--- src/hw/rtl/fup_pkg.sv ---
// Package for the form-urlencoded stream parser: word types, decoder state,
// character and status codes, and the hex digit decode.
// No dependencies.
`timescale 1ns / 1ps

package fup_pkg;

  localparam int MAX_BYTES_W  = 24;
  localparam int MAX_FIELDS_W = 16;
  localparam int CFG_DATA_W   = 24;
  localparam int CFG_INDEX_W  = 1;

  localparam logic [CFG_INDEX_W-1:0] REG_MAX_BYTES  = 1'b0;
  localparam logic [CFG_INDEX_W-1:0] REG_MAX_FIELDS = 1'b1;

  localparam logic [MAX_BYTES_W-1:0]  MAX_BYTES_RST  = 24'd65536;
  localparam logic [MAX_FIELDS_W-1:0] MAX_FIELDS_RST = 16'd1000;

  localparam logic [7:0] CH_PERCENT = 8'h25;
  localparam logic [7:0] CH_PLUS    = 8'h2B;
  localparam logic [7:0] CH_SPACE   = 8'h20;
  localparam logic [7:0] CH_AMP     = 8'h26;
  localparam logic [7:0] CH_EQUAL   = 8'h3D;

  localparam logic [1:0] ST_OK         = 2'd0;
  localparam logic [1:0] ST_BAD_ESCAPE = 2'd1;
  localparam logic [1:0] ST_TOO_MANY   = 2'd2;
  localparam logic [1:0] ST_TOO_LONG   = 2'd3;

  typedef enum logic [1:0] {
    ESC_NONE = 2'd0,
    ESC_HIGH = 2'd1,
    ESC_LOW  = 2'd2
  } esc_phase_t;

  typedef struct packed {
    logic [7:0] data_byte;
    logic       last;
  } in_word_t;

  typedef struct packed {
    logic       has_byte;
    logic [7:0] decoded_byte;
    logic       in_value;
    logic       field_end;
    logic       done_res;
    logic [1:0] status;
  } out_word_t;

  typedef struct packed {
    esc_phase_t              esc_phase;
    logic [3:0]              high_nibble;
    logic                    value_part;
    logic                    field_open;
    logic [MAX_FIELDS_W-1:0] field_count;
    logic [1:0]              first_error;
  } dec_state_t;

  // bit 4 flags a valid hex digit, bits 3:0 hold its value
  function automatic logic [4:0] hex_digit(input logic [7:0] c);
    logic [4:0] r;
    r = 5'd0;
    case (c) inside
      [8'h30:8'h39]: r = {1'b1, c[3:0]};
      [8'h41:8'h46],
      [8'h61:8'h66]: r = {1'b1, 4'(c[3:0] + 4'd9)};
      default:       r = 5'd0;
    endcase
    return r;
  endfunction

endpackage

--- src/hw/rtl/fup_decode.sv ---
// One-byte decode step of the form-urlencoded parser: next decoder state and
// the result word. Pure logic; depends on fup_pkg.
`timescale 1ns / 1ps

module fup_decode (
  input  fup_pkg::dec_state_t                  st,
  input  fup_pkg::in_word_t                    word,
  input  logic [fup_pkg::MAX_FIELDS_W-1:0]     max_fields,
  input  logic                                 len_exceeded,
  output fup_pkg::dec_state_t                  st_nxt,
  output fup_pkg::out_word_t                   res
);
  import fup_pkg::*;

  always_comb begin
    dec_state_t nx;
    logic [4:0] hx;
    logic       has;
    logic [7:0] dec;
    logic       part;
    logic       fend;
    logic       done;
    logic [1:0] status;

    nx     = st;
    hx     = hex_digit(word.data_byte);
    has    = 1'b0;
    dec    = 8'd0;
    part   = st.value_part;
    fend   = 1'b0;
    done   = 1'b0;
    status = ST_OK;

    if (word.data_byte == CH_AMP) begin
      if (st.esc_phase != ESC_NONE && nx.first_error == ST_OK) nx.first_error = ST_BAD_ESCAPE;
      fend          = st.field_open;
      nx.esc_phase  = ESC_NONE;
      nx.value_part = 1'b0;
      nx.field_open = 1'b0;
    end else begin
      if (!st.field_open) begin
        part = 1'b0;
        if (st.field_count == max_fields) begin
          if (nx.first_error == ST_OK) nx.first_error = ST_TOO_MANY;
        end else begin
          nx.field_count = st.field_count + 1'b1;
        end
        nx.field_open = 1'b1;
      end
      if (st.esc_phase != ESC_NONE) begin
        if (!hx[4]) begin
          if (nx.first_error == ST_OK) nx.first_error = ST_BAD_ESCAPE;
          nx.esc_phase = ESC_NONE;
        end else if (st.esc_phase == ESC_HIGH) begin
          nx.high_nibble = hx[3:0];
          nx.esc_phase   = ESC_LOW;
        end else begin
          has          = 1'b1;
          dec          = {st.high_nibble, hx[3:0]};
          nx.esc_phase = ESC_NONE;
        end
      end else if (word.data_byte == CH_PERCENT) begin
        nx.esc_phase = ESC_HIGH;
      end else if (word.data_byte == CH_EQUAL && !st.value_part) begin
        nx.value_part = 1'b1;
      end else begin
        has = 1'b1;
        dec = (word.data_byte == CH_PLUS) ? CH_SPACE : word.data_byte;
      end
    end

    if (word.last) begin
      if (nx.esc_phase != ESC_NONE && nx.first_error == ST_OK) nx.first_error = ST_BAD_ESCAPE;
      if (nx.field_open) fend = 1'b1;
      done   = 1'b1;
      status = len_exceeded ? ST_TOO_LONG : nx.first_error;
    end

    // drop output once the message is in error
    if (nx.first_error != ST_OK || len_exceeded) begin
      has  = 1'b0;
      dec  = 8'd0;
      fend = 1'b0;
    end

    res.has_byte     = has;
    res.decoded_byte = dec;
    res.in_value     = part;
    res.field_end    = fend;
    res.done_res     = done;
    res.status       = status;

    st_nxt = word.last ? dec_state_t'('0) : nx;
  end

endmodule

--- src/hw/rtl/form_urlencoded_stream_parser.sv ---
// Top level of the form-urlencoded stream parser: config registers, byte
// counter, decoder state and the result register. Depends on fup_pkg and
// fup_decode.
//
//   port group   dir  payload        handshake
//   in_*         in   in_word_t      in_valid / in_stall
//   out_*        out  out_word_t     out_valid / out_stall
//   cfg_*        in   index, data    cfg_we
//
// One byte per cycle while in_stall is low; each accepted byte yields exactly one result word, registered
// and valid in the cycle after it is accepted. The decode step, from decoder state register to result register,
// sets the rate. rst_n is synchronous: clears decoder state, counters and the result valid, and resets the limit
// registers to their defaults. in_stall is high only while a result waits and out_stall holds it.
`timescale 1ns / 1ps

module form_urlencoded_stream_parser #(
  parameter int LENGTH_BITS = 24
) (
  input  logic                              clk,
  input  logic                              rst_n,
  input  logic                              in_valid,
  output logic                              in_stall,
  input  fup_pkg::in_word_t                 in_word,
  output logic                              out_valid,
  input  logic                              out_stall,
  output fup_pkg::out_word_t                out_word,
  input  logic                              cfg_we,
  input  logic [fup_pkg::CFG_INDEX_W-1:0]   cfg_index,
  input  logic [fup_pkg::CFG_DATA_W-1:0]    cfg_wdata
);
  import fup_pkg::*;

  localparam int CntW = LENGTH_BITS + 1;
  localparam int CmpW = (CntW > MAX_BYTES_W) ? CntW : MAX_BYTES_W;

  logic [MAX_BYTES_W-1:0]  max_bytes_r;
  logic [MAX_FIELDS_W-1:0] max_fields_r;
  logic [CntW-1:0]         cnt_r;
  logic [CntW-1:0]         cnt_nxt;
  logic                    len_r;
  logic                    len_nxt;
  dec_state_t              st_r;
  dec_state_t              st_nxt;
  out_word_t               res;
  logic                    out_valid_r;
  out_word_t               out_word_r;
  logic                    in_acc;

  assign in_stall = out_valid_r && out_stall;
  assign in_acc   = in_valid && !in_stall;

  // saturate the count at all ones
  assign cnt_nxt = (&cnt_r) ? cnt_r : cnt_r + 1'b1;
  assign len_nxt = len_r || (CmpW'(cnt_nxt) > CmpW'(max_bytes_r));

  fup_decode u_decode (
    .st           (st_r),
    .word         (in_word),
    .max_fields   (max_fields_r),
    .len_exceeded (len_nxt),
    .st_nxt       (st_nxt),
    .res          (res)
  );

  always_ff @(posedge clk) begin
    if (!rst_n) begin
      max_bytes_r  <= MAX_BYTES_RST;
      max_fields_r <= MAX_FIELDS_RST;
    end else if (cfg_we) begin
      case (cfg_index)
        REG_MAX_BYTES:  max_bytes_r  <= cfg_wdata[MAX_BYTES_W-1:0];
        REG_MAX_FIELDS: max_fields_r <= cfg_wdata[MAX_FIELDS_W-1:0];
        default: ;
      endcase
    end
  end

  always_ff @(posedge clk) begin
    if (!rst_n) begin
      cnt_r       <= '0;
      len_r       <= 1'b0;
      st_r        <= '0;
      out_valid_r <= 1'b0;
    end else begin
      if (in_acc) begin
        cnt_r       <= in_word.last ? '0 : cnt_nxt;
        len_r       <= in_word.last ? 1'b0 : len_nxt;
        st_r        <= st_nxt;
        out_valid_r <= 1'b1;
      end else if (!out_stall) begin
        out_valid_r <= 1'b0;
      end
    end
  end

  always_ff @(posedge clk) begin
    if (in_acc) begin
      out_word_r <= res;
    end
  end

  assign out_valid = out_valid_r;
  assign out_word  = out_word_r;

  a_acc_gives_result: assert property (@(posedge clk) disable iff (!rst_n)
    in_acc |=> out_valid_r)
    else $error("accepted word produced no result");

  a_last_clears: assert property (@(posedge clk) disable iff (!rst_n)
    in_acc && in_word.last |=> cnt_r == '0 && !len_r && st_r.field_count == '0)
    else $error("message state not cleared after last word");

  a_status_only_done: assert property (@(posedge clk) disable iff (!rst_n)
    out_valid_r && !out_word_r.done_res |-> out_word_r.status == ST_OK)
    else $error("status reported without done");

  a_err_mutes: assert property (@(posedge clk) disable iff (!rst_n)
    out_valid_r && out_word_r.done_res && out_word_r.status != ST_OK
      |-> !out_word_r.has_byte && !out_word_r.field_end)
    else $error("decoded byte emitted on an errored message");

endmodule

--- config.mk ---
export PLATFORM = sky130hd
export DESIGN_NAME = form_urlencoded_stream_parser
export DESIGN_NICKNAME = d
export VERILOG_FILES = /design/src/hw/rtl/fup_pkg.sv /design/src/hw/rtl/fup_decode.sv /design/src/hw/rtl/form_urlencoded_stream_parser.sv
export SDC_FILE = /design/constraint.sdc
export NUM_CORES = 1
export LEC_CHECK = 0
export BUFFER_PORTS_ARGS = -buffer_cell sky130_fd_sc_hd__buf_2
export CORE_AREA = 2 2 114 116
export DETAILED_ROUTE_END_ITERATION = 12
export DIE_AREA = 0 0 116 118
export PLACE_DENSITY = 0.69
export SYNTH_ARGS = -nofsm -noshare
export SYNTH_HDL_FRONTEND = slang
export SYNTH_HIERARCHICAL = 1
export SYNTH_SLANG_ARGS = --single-unit
export TNS_END_PERCENT = 5
--- constraint.sdc ---
create_clock -name clk -period 5.4 [get_ports clk]
set_input_delay 0.81 -clock clk [delete_from_list [all_inputs] [get_ports clk]]
set_output_delay 0.81 -clock clk [all_outputs]
set_load 0.03 [all_outputs]
; ---- Word level (Yosys, flattened, before mapping)
; Cells that the tools add are included.
; Widths: inputs -> output; s select.
[op_classes]
bitwise = 1
n_reduce_logical = 30
muxes = 52
add_sub_neg = 3
eq_ne = 12
magnitude_cmp = 7
[op_table]
columns = op, count
row1 = $mux 25, 2
row2 = $mux 8, 6
row3 = $eq 8x6->1 const B, 4
row4 = $mux 16, 2
row5 = $mux 2, 16
row6 = $mux 26, 1
row7 = $add 25x1->25 const B, 1
row8 = $gt 25x24->1, 1
row9 = $reduce_and 25->1, 1
row10 = $mux 19, 1
row11 = $mux 18, 1
row12 = $mux 1, 17
row13 = $add 16x1->16 const B, 1
row14 = $eq 16x16->1, 1
row15 = $ge 8x7->1 const B, 2
row16 = $le 8x7->1 const B, 2
row17 = $mux 4, 4
row18 = $reduce_bool 2->1, 6
row19 = $mux 5, 2
row20 = $ge 8x6->1 const B, 1
row21 = $le 8x6->1 const B, 1
row22 = $logic_and 1x1->1, 8
row23 = $reduce_and 4->1, 2
row24 = $logic_not 2->1, 3
row25 = 12 further kinds, 19
[totals]
register_bits = 107
inputBits = 39
out_inout_bits = 16

; ---- Depth between registers and ports, before layout
; Gate-level depths: netlist (run 1).
[logic_depth]
ltp_word = 17
ltp_mapped = 16

; ---- Cells and area by module
; Netlist (run 1), hierarchy kept.
[by_module_without_submodules]
columns = module, cells_per_inst, area_each_um2, n_inst, seq_area_each_um2
row1 = form_urlencoded_stream_parser, 646, 5191.2, 1, 2282.2
row2 = fup_decode, 223, 1468.9, 1, 0.0

; ---- Least setup slack after synthesis (run 1)
; No wires, ideal clock.
[synth_path]
path_kind = register -> register
start = register cnt_r[20]
end = register out_word_r (netlist bit out_word[10]), data pin
synth_period_minus_slack_ps = 3734
arrival_time_ps = 3575
required_time_ps = 5242
setup_time_ps = 158
stages_incl_launch_ff = 17
n_path_buf = 1
path_slack_ps = 1666
path_cell_list = dfxtp_1 -> buf_2 -> nand4_1 -> nor4_4 -> nand2_1 -> nand2_1 -> nor2_1 -> xor2_1 -> ha_1 -> a21oi_1 -> o21ai_0 -> a2111o_1 -> o31ai_1 -> nand3_1 -> a2111oi_4 -> o211ai_2 -> nor3_1
[synth_via]
elab_chain_len = 6
word_cells_on_any_way = 7
[synth_lines]
columns = item, line_no
row1 = from (decl), form_urlencoded_stream_parser.sv:38  ; logic [CntW-1:0] cnt_r;
row2 = from (signal assigned), form_urlencoded_stream_parser.sv:86  ; cnt_r <= in_word.last ? '0 : cnt_nxt;
row3 = $add 25x1->25 or $reduce_and 25->1 (tied branches), form_urlencoded_stream_parser.sv:53  ; assign cnt_nxt = (&cnt_r) ? cnt_r : cnt_r + 1'b1;
row4 = $mux 25 (*), form_urlencoded_stream_parser.sv:53
row5 = $gt 25x24->1 (*), form_urlencoded_stream_parser.sv:54  ; assign len_nxt = len_r || (CmpW'(cnt_nxt) > CmpW'(max_bytes_r));
row6 = $logic_or 1x1->1 (*), form_urlencoded_stream_parser.sv:54
row7 = named net len_nxt, form_urlencoded_stream_parser.sv:41  ; logic len_nxt;
row8 = $logic_or 1x1->1 (*), fup_decode.sv:80  ; if (nx.first_error != ST_OK || len_exceeded) begin
row9 = $reduce_or 2->1 (no source line) (*), n/a
row10 = to (signal assigned), form_urlencoded_stream_parser.sv:98  ; out_word_r <= res;
row11 = to (decl), form_urlencoded_stream_parser.sv:46  ; out_word_t out_word_r;
; The timed path passes the listed nets; every way through them passes the cells marked *.
; A chain may end at the register's enable or synchronous reset.

; ---- Worst setup path in the final report (run 1)
[layout_path]
start = register cnt_r[20]
end = register out_word_r (netlist bit out_word[7]), data pin
; The elaborated chain is that of the path after synthesis.

==> qor.yml, run 1 <==
via_per_inst: 5.98
cts_buffers: 9
yosysUniqueCellTypes: 75
clkSlewWorstSetupHoldPaths_ns: 0.07
grt_pass1_wl_um: 29100
insertedDiodeCount: 0
fin_area_um2: 7270
yosysSeqAreaShare: 0.343
crit_path_start_kind: "flip-flop"
grt_use_total: 0.263
cts_tree: "built"
max_freq_ghz: 0.223
worst_setup_path_end_kind: "flip-flop"
grt_pass1_vias: 6137
hold_viol_final: 0
area_delta_synth_final_pct: 9.21
arrival_ns: 4.66
ys_warn_count: 6
hp-class: "reg2reg"
die_x_um: 116
worst-r2r-cell-count: 14
nNetsFinal: 954
final_common_cell: "nand2_1"
core.rowCount: 41
port_buffers: 54
clock_sink_count: 107
slew_headroom: 0.317
critPathBufInv: 0
irDropWorstVdd_mv: 0.203
setup_slack_ns: 0.922
avgSynthCellArea_um2: 7.66
ioPinCount: 55
async_flop_share: 0
hpwlAfterDp_um: 12300
drc_errors: 0
htree_num_levels: 3
finalSetupTns_ns: 0
holdBufCountCts: 0
grt-ovfl-total: 0
p_leak_nw: 2.77
gp_congestion: 0.913
slowest_delay_ns: 0.56
powerDensity_nw_per_um2: 238
root_buffer: "clkbuf_16"
path_cells: "nand4_1 -> nor4_4 -> a21oi_1 -> nand2_1 -> xnor2_1 -> ha_1 -> a21oi_1 -> o21ai_0 -> a2111o_1 -> o31ai_1 -> nand3_1 -> a2111oi_4 -> o211ai_2 -> nor3_1"
ys_seq_elements: 107
critical_path_class: "reg2reg"
core_area_um2: 12400
drt_iter0_markers: 507
worst_pin_slew_ns: 1.02
crit_path_top_delay_cell: "nor4_4"
crit_top_cell: "a21oi_1"
detail-route-antenna-nets: 0
grt_setup_unrepaired: "false"
avgRoutedWirePerCell_um: 16.5
grt_max_degree: 55
setup_viol: 0
cp.required_ns: 5.58
wirelength_um: 17600
synth_fp_nets: 938
dpl_cell_area_um2: 6960
pre_cts_slack_ns: 1.03
synthCells: 869
clock_skew_ns: 0.0116
cts-resized-gates: 0
initial_core_util: 0.536
dr.pass1.iters: 5
crit_cells: 14
status: "completed"
critPathMaxFanout: 11
slew_violations: 0
worstSkewPairLatency_ns: 0.36
antenna_found_initial: 0
synth-edff-count: 14
die-area_um2: 13700
vias: 6354
fin_crit_sh: 0.829
fin_util: 0.586
cp_top_family: "compound AO/OA/AOI/OAI gates"
clockBufferDepth: 2
cts_setup_buffers: 0
ys.flop_type: "dfxtp_1"
hold_depth: 2
die_y_um: 118
final_cell_mix: "nand2_1, a21oi_1, dfxtp_1, buf_2, nor2_1"
fin_crit_ns: 4.48
drive_above_1_share: 0.111
synth_area_um2: 6660
drv_cap: 0
==> per-stage QoR <==
stage | power, mW | hold WS [ns] | std cells
2_1_floorplan | 0.988 | 0.435 | 869
3_3_place_gp | 1.05 | 0.448 | 1046
6_report | 1.73 | 0.459 | 1062
3_5_place_dp | 1.05 | 0.447 | 1046
5_1_grt | 1.80 | 0.478 | 1062
4_1_cts | 1.74 | 0.458 | 1062
==> per-layer routing <==
metal	routed length (um)	global-route usage	vias up
met3	714	0.0479	30
met4	363	0.0871	0
met1	7850	0.335	3057
met2	8630	0.446	154
met5	0	0	-
li1	-	-	3113
==> registers in the layout, summed over array words and instances (netlist names) <==
| register | flops |
|---|---|
| out_valid | 1 |
| cnt_r | 25 |
| out_word | 14 |
| st_r | 26 |
| max_fields_r | 16 |
| len_r | 1 |
| max_bytes_r | 24 |
==> cells in the mapped netlist (all sizes together), types with 17 or more instances <==
| cell | instances | area share |
|---|---|---|
| inv | 33 | 0.019 |
| nand4 | 18 | 0.021 |
| ha | 30 | 0.056 |
| nand3 | 31 | 0.023 |
| a21oi | 111 | 0.084 |
| xnor2 | 17 | 0.022 |
| dfxtp | 93 | 0.28 |
| clkbuf | 40 | 0.023 |
| o21ai | 25 | 0.019 |
| nor3 | 24 | 0.020 |
| nor2 | 38 | 0.021 |
| nand2 | 185 | 0.10 |
| xor2 | 24 | 0.032 |
==> power breakdown <==
group,internal (mW),switching [mW]
sequential,0.830,0.0145
combinational,0.0611,0.131
clock,0.378,0.317
==> tightest hold or removal path, stage by stage, from the launching register on <==
cell	delay, ns
dfxtp_1	0.31
nand2_1	0.05
a21oi_1	0.05
==> path summary, 6_finish.rpt <==
kind / from / to / slack, ns
setup reg to reg: cnt_r[20] / out_word[7] / 0.92
hold / removal: max_bytes_r[13] / max_bytes_r[13] / 0.46
hold reg to reg: max_bytes_r[13] / max_bytes_r[13] / 0.46
setup / recovery: cnt_r[20] / out_word[7] / 0.92
==> cells by family after synthesis <==
group / count (synthesis) / synth area share
xor+xnor: 41 / 0.0539
fa+ha+maj: 30 / 0.0564
mux: 7 / 0.0113
flops: 107 / 0.343
simple gates: 393 / 0.298
buf+inv: 88 / 0.0520
compound gates: 203 / 0.185
==> layout make-up <==
| class | count | area [um2] |
|---|---|---|
| clock buffer | 10 | 239 |
| clock inverter | 6 | 70.1 |
| fill | 1193 | 5140 |
| inverter | 34 | 128 |
| multi-input combinational | 674 | 4030 |
| sequential | 107 | 2280 |
| tap | 172 | 215 |
| timing repair buffer | 59 | 308 |
No activity file was read; power rests on OpenSTA's default activity.
==> inputs of run 2 (changes only) <==
==> constraint.sdc (replaced) <==
create_clock -name clk -period 4.2 [get_ports clk]
set_input_delay 0.63 -clock clk [delete_from_list [all_inputs] [get_ports clk]]
set_output_delay 0.63 -clock clk [all_outputs]
set_load 0.03 [all_outputs]
==> run 2 against run 1 <==
Via count rose by 0.74%. Global-route usage decreased by 0.34 points. Critical path depth did not move. Design area grew 3.9%. Clock skew is 0.00097 ns lower. Utilization grew 2.3 points. Largest cell class unchanged.
==> qor.yml, run 2 (synthesized netlist as in run 1, its figures left out) <==
setup_slack_ns: 0.150  # -0.772 ns
timing.rr.end: "out_word[9]"
die_x_um: 116  # unchanged
ioPinCount: 55  # unchanged
dr.pass1.iters: 5  # unchanged
grt_use_met1: 0.336  # +0.00129
dpl_cell_area_um2: 7050  # +1.2%
grt_pass1_wl_um: 28500  # -2.0%
cts_tree: "built"
drive_above_1_share: 0.166  # +0.0549
hp-class: "reg2reg"
critPathMaxFanout: 8  # -3
reg_top3: "st_r x26, cnt_r x25, max_bytes_r x24"
drv_cap: 0  # unchanged
holdPathEnd: "max_bytes_r[20]"
hp-start: "max_bytes_r[20]"
fin_crit_sh: 0.964  # +0.135
grt_pass1_vias: 5928  # -3.4%
grt-ovfl-total: 0  # unchanged
finalSetupTns_ns: 0  # unchanged
worst_pin_slew_ns: 1.10  # +0.0726 ns
vias: 6401  # +0.74%
crit_path_start_kind: "flip-flop"
clock_sink_count: 107  # unchanged
r2r_slack_ns: 0.15  # -0.77 ns
wirelength_um: 17900  # +1.7%
area_delta_synth_final_pct: 13.5
drt_iter0_markers: 529  # +4.3%
avgRoutedWirePerCell_um: 16.5  # about the same
htree_num_levels: 3  # unchanged
core.rowCount: 41  # unchanged
worst_setup_path_end_kind: "flip-flop"
grt-busiest-layer: "met2"
critical_path_class: "reg2reg"
insertedDiodeCount: 0  # unchanged
core_area_um2: 12400  # unchanged
fin_area_um2: 7560  # +3.9%
grt_max_degree: 48  # -13%
nNetsFinal: 973  # +2.0%
worstSkewPairLatency_ns: 0.37  # about the same
hold_viol_final: 0  # unchanged
r2r-start: "cnt_r[7]"
via_per_inst: 5.92  # -1.0%
grt_use_total: 0.260  # -0.00343
final_common_cell: "nand2_1"
drc_errors: 0  # unchanged
gp_congestion: 0.900  # -1.4%
fin_cells: 1081  # +1.8%
finalPower_mw: 2.18  # +26%
arrival_ns: 4.24  # -0.42 ns
pre_cts_slack_ns: 0.0834  # -0.943 ns
clkSlewWorstSetupHoldPaths_ns: 0.08  # about the same
status: "completed"
cts_buffers: 9  # unchanged
root_buffer: "clkbuf_16"
holdBufCountCts: 0  # unchanged
use_met3: 0.0340  # -0.0139
final_cell_mix: "nand2_1, a21oi_1, dfxtp_1, buf_2, nor2_1"
detail-route-antenna-nets: 0  # unchanged
port_buffers: 54  # unchanged
max_freq_ghz: 0.247  # +11%
powerDensity_nw_per_um2: 289  # +21%
setup_viol: 0  # unchanged
clock_skew_ns: 0.0106  # -0.000970 ns
irDropWorstVdd_mv: 0.173  # -15%
hpwlAfterDp_um: 12400  # +1.0%
die-area_um2: 13700  # unchanged
p_leak_nw: 2.91  # +5.0%
hold_depth: 2  # unchanged
clockBufferDepth: 2  # unchanged
largest_reg_flops: 26  # unchanged
worst-r2r-cell-count: 14  # unchanged
initial_core_util: 0.536  # unchanged
slew_headroom: 0.269  # -0.0484
slew_violations: 0  # unchanged
antenna_found_initial: 0  # unchanged
met2_usage: 0.427  # -0.0194
cp.required_ns: 4.39  # -1.19 ns
die_y_um: 118  # unchanged
dp_cells: 1057  # +1.1%
top_register: "st_r"
fin_crit_ns: 4.05  # -0.428 ns
crit_start: "cnt_r[7]"
==> run 2: changes by cell type in the layout (fill, tap and decap cells not counted), sizes merged <==
cell and change:
clkinv +1, buf +19, inv +1, clkbuf -1, bufinv -1
==> run 2: worst max path at each step <==
stage | to | slack, ns | cells past startpoint
2_1_floorplan | out_word[10] | 0.47 | 16
3_3_place_gp | out_word[13] | 0.17 | 14
3_5_place_dp | out_word[5] | 0.08 | 14
4_1_cts | out_word[9] | 0.05 | 14
5_1_grt | out_word[9] | -0.08 | 14
6_report | out_word[9] | 0.15 | 14
==> run 2: cell type report <==
type | instances | area, um2
clock buffers | 9 | 225
clock inverters | 7 | 67.6
fillers | 1161 | 4860
multi-input cells | 674 | 4140
well taps | 172 | 215
repair buffers | 78 | 454
flip-flops and latches | 107 | 2320
inverters | 34 | 128
==> run 2: worst max-delay path: stages, from the launching register on <==
cell and delay, ns:
dfxtp_2 0.40, and4_1 0.26, nand4_2 0.21, or3_4 0.45, nor2_1 0.13, xor2_1 0.19
ha_1 0.28, nand4_1 0.16, nor3_1 0.06, a2111o_1 0.43, o31ai_2 0.22, nand3_2 0.17
a2111oi_4 0.43, o211ai_4 0.22, a211oi_2 0.26
==> run 2: metrics by stage <==
stage           util  hold WS (ns)
3_3_place_gp   0.568         0.448
3_5_place_dp   0.568         0.448
4_1_cts        0.591         0.459
2_1_floorplan      -         0.435
6_report       0.609         0.457
5_1_grt        0.609         0.480
==> run 2: layer usage <==
metal  vias up  wire, um
li1       3163         -
met1      3033      7940
met2       166      8800
met3        39       648
met4         0       460
met5         -         0
==> run 2: what timing repair did <==
item,in CTS,in global routing
resized for setup,0,47
endpoints found under the hold margin,0,0
buffers inserted,0,8
endpoints found under the setup margin,0,11
==> run 2: power by group <==
group          internal (mW)  switching, mW
sequential              1.06         0.0193
combinational         0.0814          0.170
clock                  0.419          0.433
==> inputs of run 3 (changes only) <==
--- a/config.mk
+++ b/config.mk
@@ -7,9 +7,11 @@
 export LEC_CHECK = 0
 export BUFFER_PORTS_ARGS = -buffer_cell sky130_fd_sc_hd__buf_2
 export CORE_AREA = 2 2 114 116
+export CTS_BUF_LIST = sky130_fd_sc_hd__clkbuf_8
 export DETAILED_ROUTE_END_ITERATION = 12
 export DIE_AREA = 0 0 116 118
 export PLACE_DENSITY = 0.69
+export SLEW_MARGIN = 20
 export SYNTH_ARGS = -nofsm -noshare
 export SYNTH_HDL_FRONTEND = slang
 export SYNTH_HIERARCHICAL = 1
==> run 3 against run 2 <==
Routed wire length grew 0.52%. Combinational power barely moved. Sequential share of layout area up 0.37 points. Clock-buffer cell count unchanged. Critical endpoint unchanged. Highest routed layer unchanged.
==> qor.yml, run 3 (synthesized netlist as in run 1, its figures left out) <==
detail-route-antenna-nets: 0  # unchanged
drv_cap: 0  # unchanged
wl_met3_um: 749  # +16%
dr.pass1.iters: 5  # unchanged
largest_reg_flops: 26  # unchanged
core_area_um2: 12400  # unchanged
vias: 6397  # -0.062%
arrival_ns: 4.27  # +0.03 ns
grt-ovfl-total: 0  # unchanged
timing.rr.end: "out_word[9]"
crit_top_cell: "nand4_1"
port_buffers: 54  # unchanged
clock_skew_ns: 0.0149  # +0.00432 ns
finalSetupTns_ns: 0  # unchanged
met2_length_um: 8740  # -0.75%
top_register: "st_r"
die_y_um: 118  # unchanged
irDropWorstVdd_mv: 0.207  # +20%
die-area_um2: 13700  # unchanged
core.rowCount: 41  # unchanged
hold_depth: 3  # +1
worst_setup_path_end_kind: "flip-flop"
worst_pin_slew_ns: 1.10  # +0.00678 ns
initial_core_util: 0.536  # unchanged
drive_above_1_share: 0.170  # +0.00347
drc_errors: 0  # unchanged
reg_top3: "st_r x26, cnt_r x25, max_bytes_r x24"
crit_path_start_kind: "flip-flop"
critPathMaxFanout: 8  # unchanged
grt_use_total: 0.260  # +0.000426
holdPathEnd: "max_fields_r[6]"
r2r_slack_ns: 0.17  # +0.02 ns
drt_iter0_markers: 569  # +7.6%
worst-r2r-cell-count: 14  # unchanged
slew_violations: 0  # unchanged
root_buffer: "clkbuf_8"
wirelength_um: 17900  # +0.52%
nNetsFinal: 978  # +0.51%
powerDensity_nw_per_um2: 263  # -8.9%
hpwlAfterDp_um: 12400  # unchanged
slowest_delay_ns: 0.55  # +0.10 ns
cp.required_ns: 4.43  # +0.04 ns
clock_sink_count: 107  # unchanged
gp_congestion: 0.900  # unchanged
hold_viol_final: 0  # unchanged
cts_buffers: 9  # unchanged
insertedDiodeCount: 0  # unchanged
cts_tree: "built"
area_delta_synth_final_pct: 12.5
ioPinCount: 55  # unchanged
fin_area_um2: 7490  # -0.83%
worstSkewPairLatency_ns: 0.41  # +0.04 ns
fin_crit_ns: 4.03  # -0.0171 ns
hp-class: "in2reg"
critical_path_class: "reg2reg"
clkSlewWorstSetupHoldPaths_ns: 0.12  # +0.04 ns
die_x_um: 116  # unchanged
dpl_cell_area_um2: 7050  # unchanged
crit_path_top_delay_cell: "or4_4"
via_per_inst: 5.89  # -0.52%
avgRoutedWirePerCell_um: 16.5  # about the same
grt_max_degree: 48  # unchanged
fin_crit_sh: 0.960  # -0.00408
antenna_found_initial: 0  # unchanged
setup_viol: 0  # unchanged
final_cell_mix: "nand2_1, a21oi_1, dfxtp_1, buf_2, nor2_1"
r2r-start: "cnt_r[9]"
slew_headroom: 0.264  # -0.00452
hp-start: "cfg_wdata[6]"
status: "completed"
top_layer: "met4"
path_cells: "nand4_1 -> or4_4 -> nor4_4 -> buf_4 -> xor2_1 -> ha_1 -> nand4_1 -> nor3_1 -> a2111o_1 -> o31ai_2 -> nand3_2 -> a2111oi_4 -> o211ai_4 -> a211oi_2"
grt_pass1_wl_um: 28500  # -0.14%
htree_num_levels: 3  # unchanged
p_leak_nw: 2.89  # -0.65%
final_common_cell: "nand2_1"
clockBufferDepth: 2  # unchanged
wl_met1_um: 7950  # about the same
max_freq_ghz: 0.248  # +0.42%
grt_pass1_vias: 5926  # -0.034%
==> run 3: cell types whose count changed in the layout (fill, tap and decap cells not counted) <==
cell,delta
buf_4,+5
clkbuf_16,-9
clkbuf_8,+9
dfxtp_1,-1
dfxtp_2,-2
dfxtp_4,+3
inv_1,+1
inv_2,-1
xor2_1,+1
xor2_2,-1
==> run 3: area by class of cell <==
class | count | area [um2]
fillers | 1172 | 4920
multi-input cells | 674 | 4140
flip-flops and latches | 107 | 2330
repair buffers | 83 | 492
well taps | 172 | 215
inverters | 34 | 128
clock buffers | 9 | 124
clock inverters | 7 | 67.6
==> run 3: how the worst max path moves through the flow <==
stage	start	to	slack, ns	cells past startpoint
after floorplan	cnt_r[20]	out_word[10]	0.47	16
after global placement	cnt_r[3]	out_word[13]	0.17	14
after detailed placement	cnt_r[3]	out_word[5]	0.08	14
after CTS	cnt_r[3]	out_word[9]	0.04	14
after global routing	cnt_r[11]	out_word[9]	-0.07	14
final	cnt_r[9]	out_word[9]	0.17	14
==> run 3: worst max-delay path, delay by kind of cell, from the launching register on <==
kind / cells / cell delay (ns)
compound gates: 5 / 1.57
xor+xnor: 1 / 0.16
fa+ha+maj: 1 / 0.27
buf+inv: 1 / 0.15
flops: 1 / 0.40
simple gates: 6 / 1.31
==> run 3: where the power goes <==
part / switching, mW / internal (mW) / total [mW] / leakage, nW
clock network: 0.410 / 0.232 / 0.641 / 0.101
registers: 0.0192 / 1.06 / 1.08 / 0.903
logic: 0.170 / 0.0820 / 0.252 / 1.89
==> run 3: per-stage QoR <==
stage,setup slack [ns],hold WS (ns),power (mW),utilization,cells
after floorplan,0.466,0.435,1.27,-,869
after global placement,0.174,0.448,1.35,0.568,1057
after detailed placement,0.0834,0.448,1.35,0.568,1057
after CTS,0.0438,0.418,1.99,0.583,1073
after global routing,-0.0747,0.414,2.06,0.604,1086
final,0.167,0.435,1.97,0.604,1086
==> run 3: timing repair <==
item | CTS | global route
setup endpoints to repair | 0 | 11
resized for setup | 0 | 49
hold buffers | 0 | 0
setup buffers | 0 | 13
==> run 3: layer usage <==
layer	vias up	GRT usage
met3	39	0.0469
met2	166	0.421
met1	3037	0.335
met5	-	0
met4	0	0.118
li1	3155	-
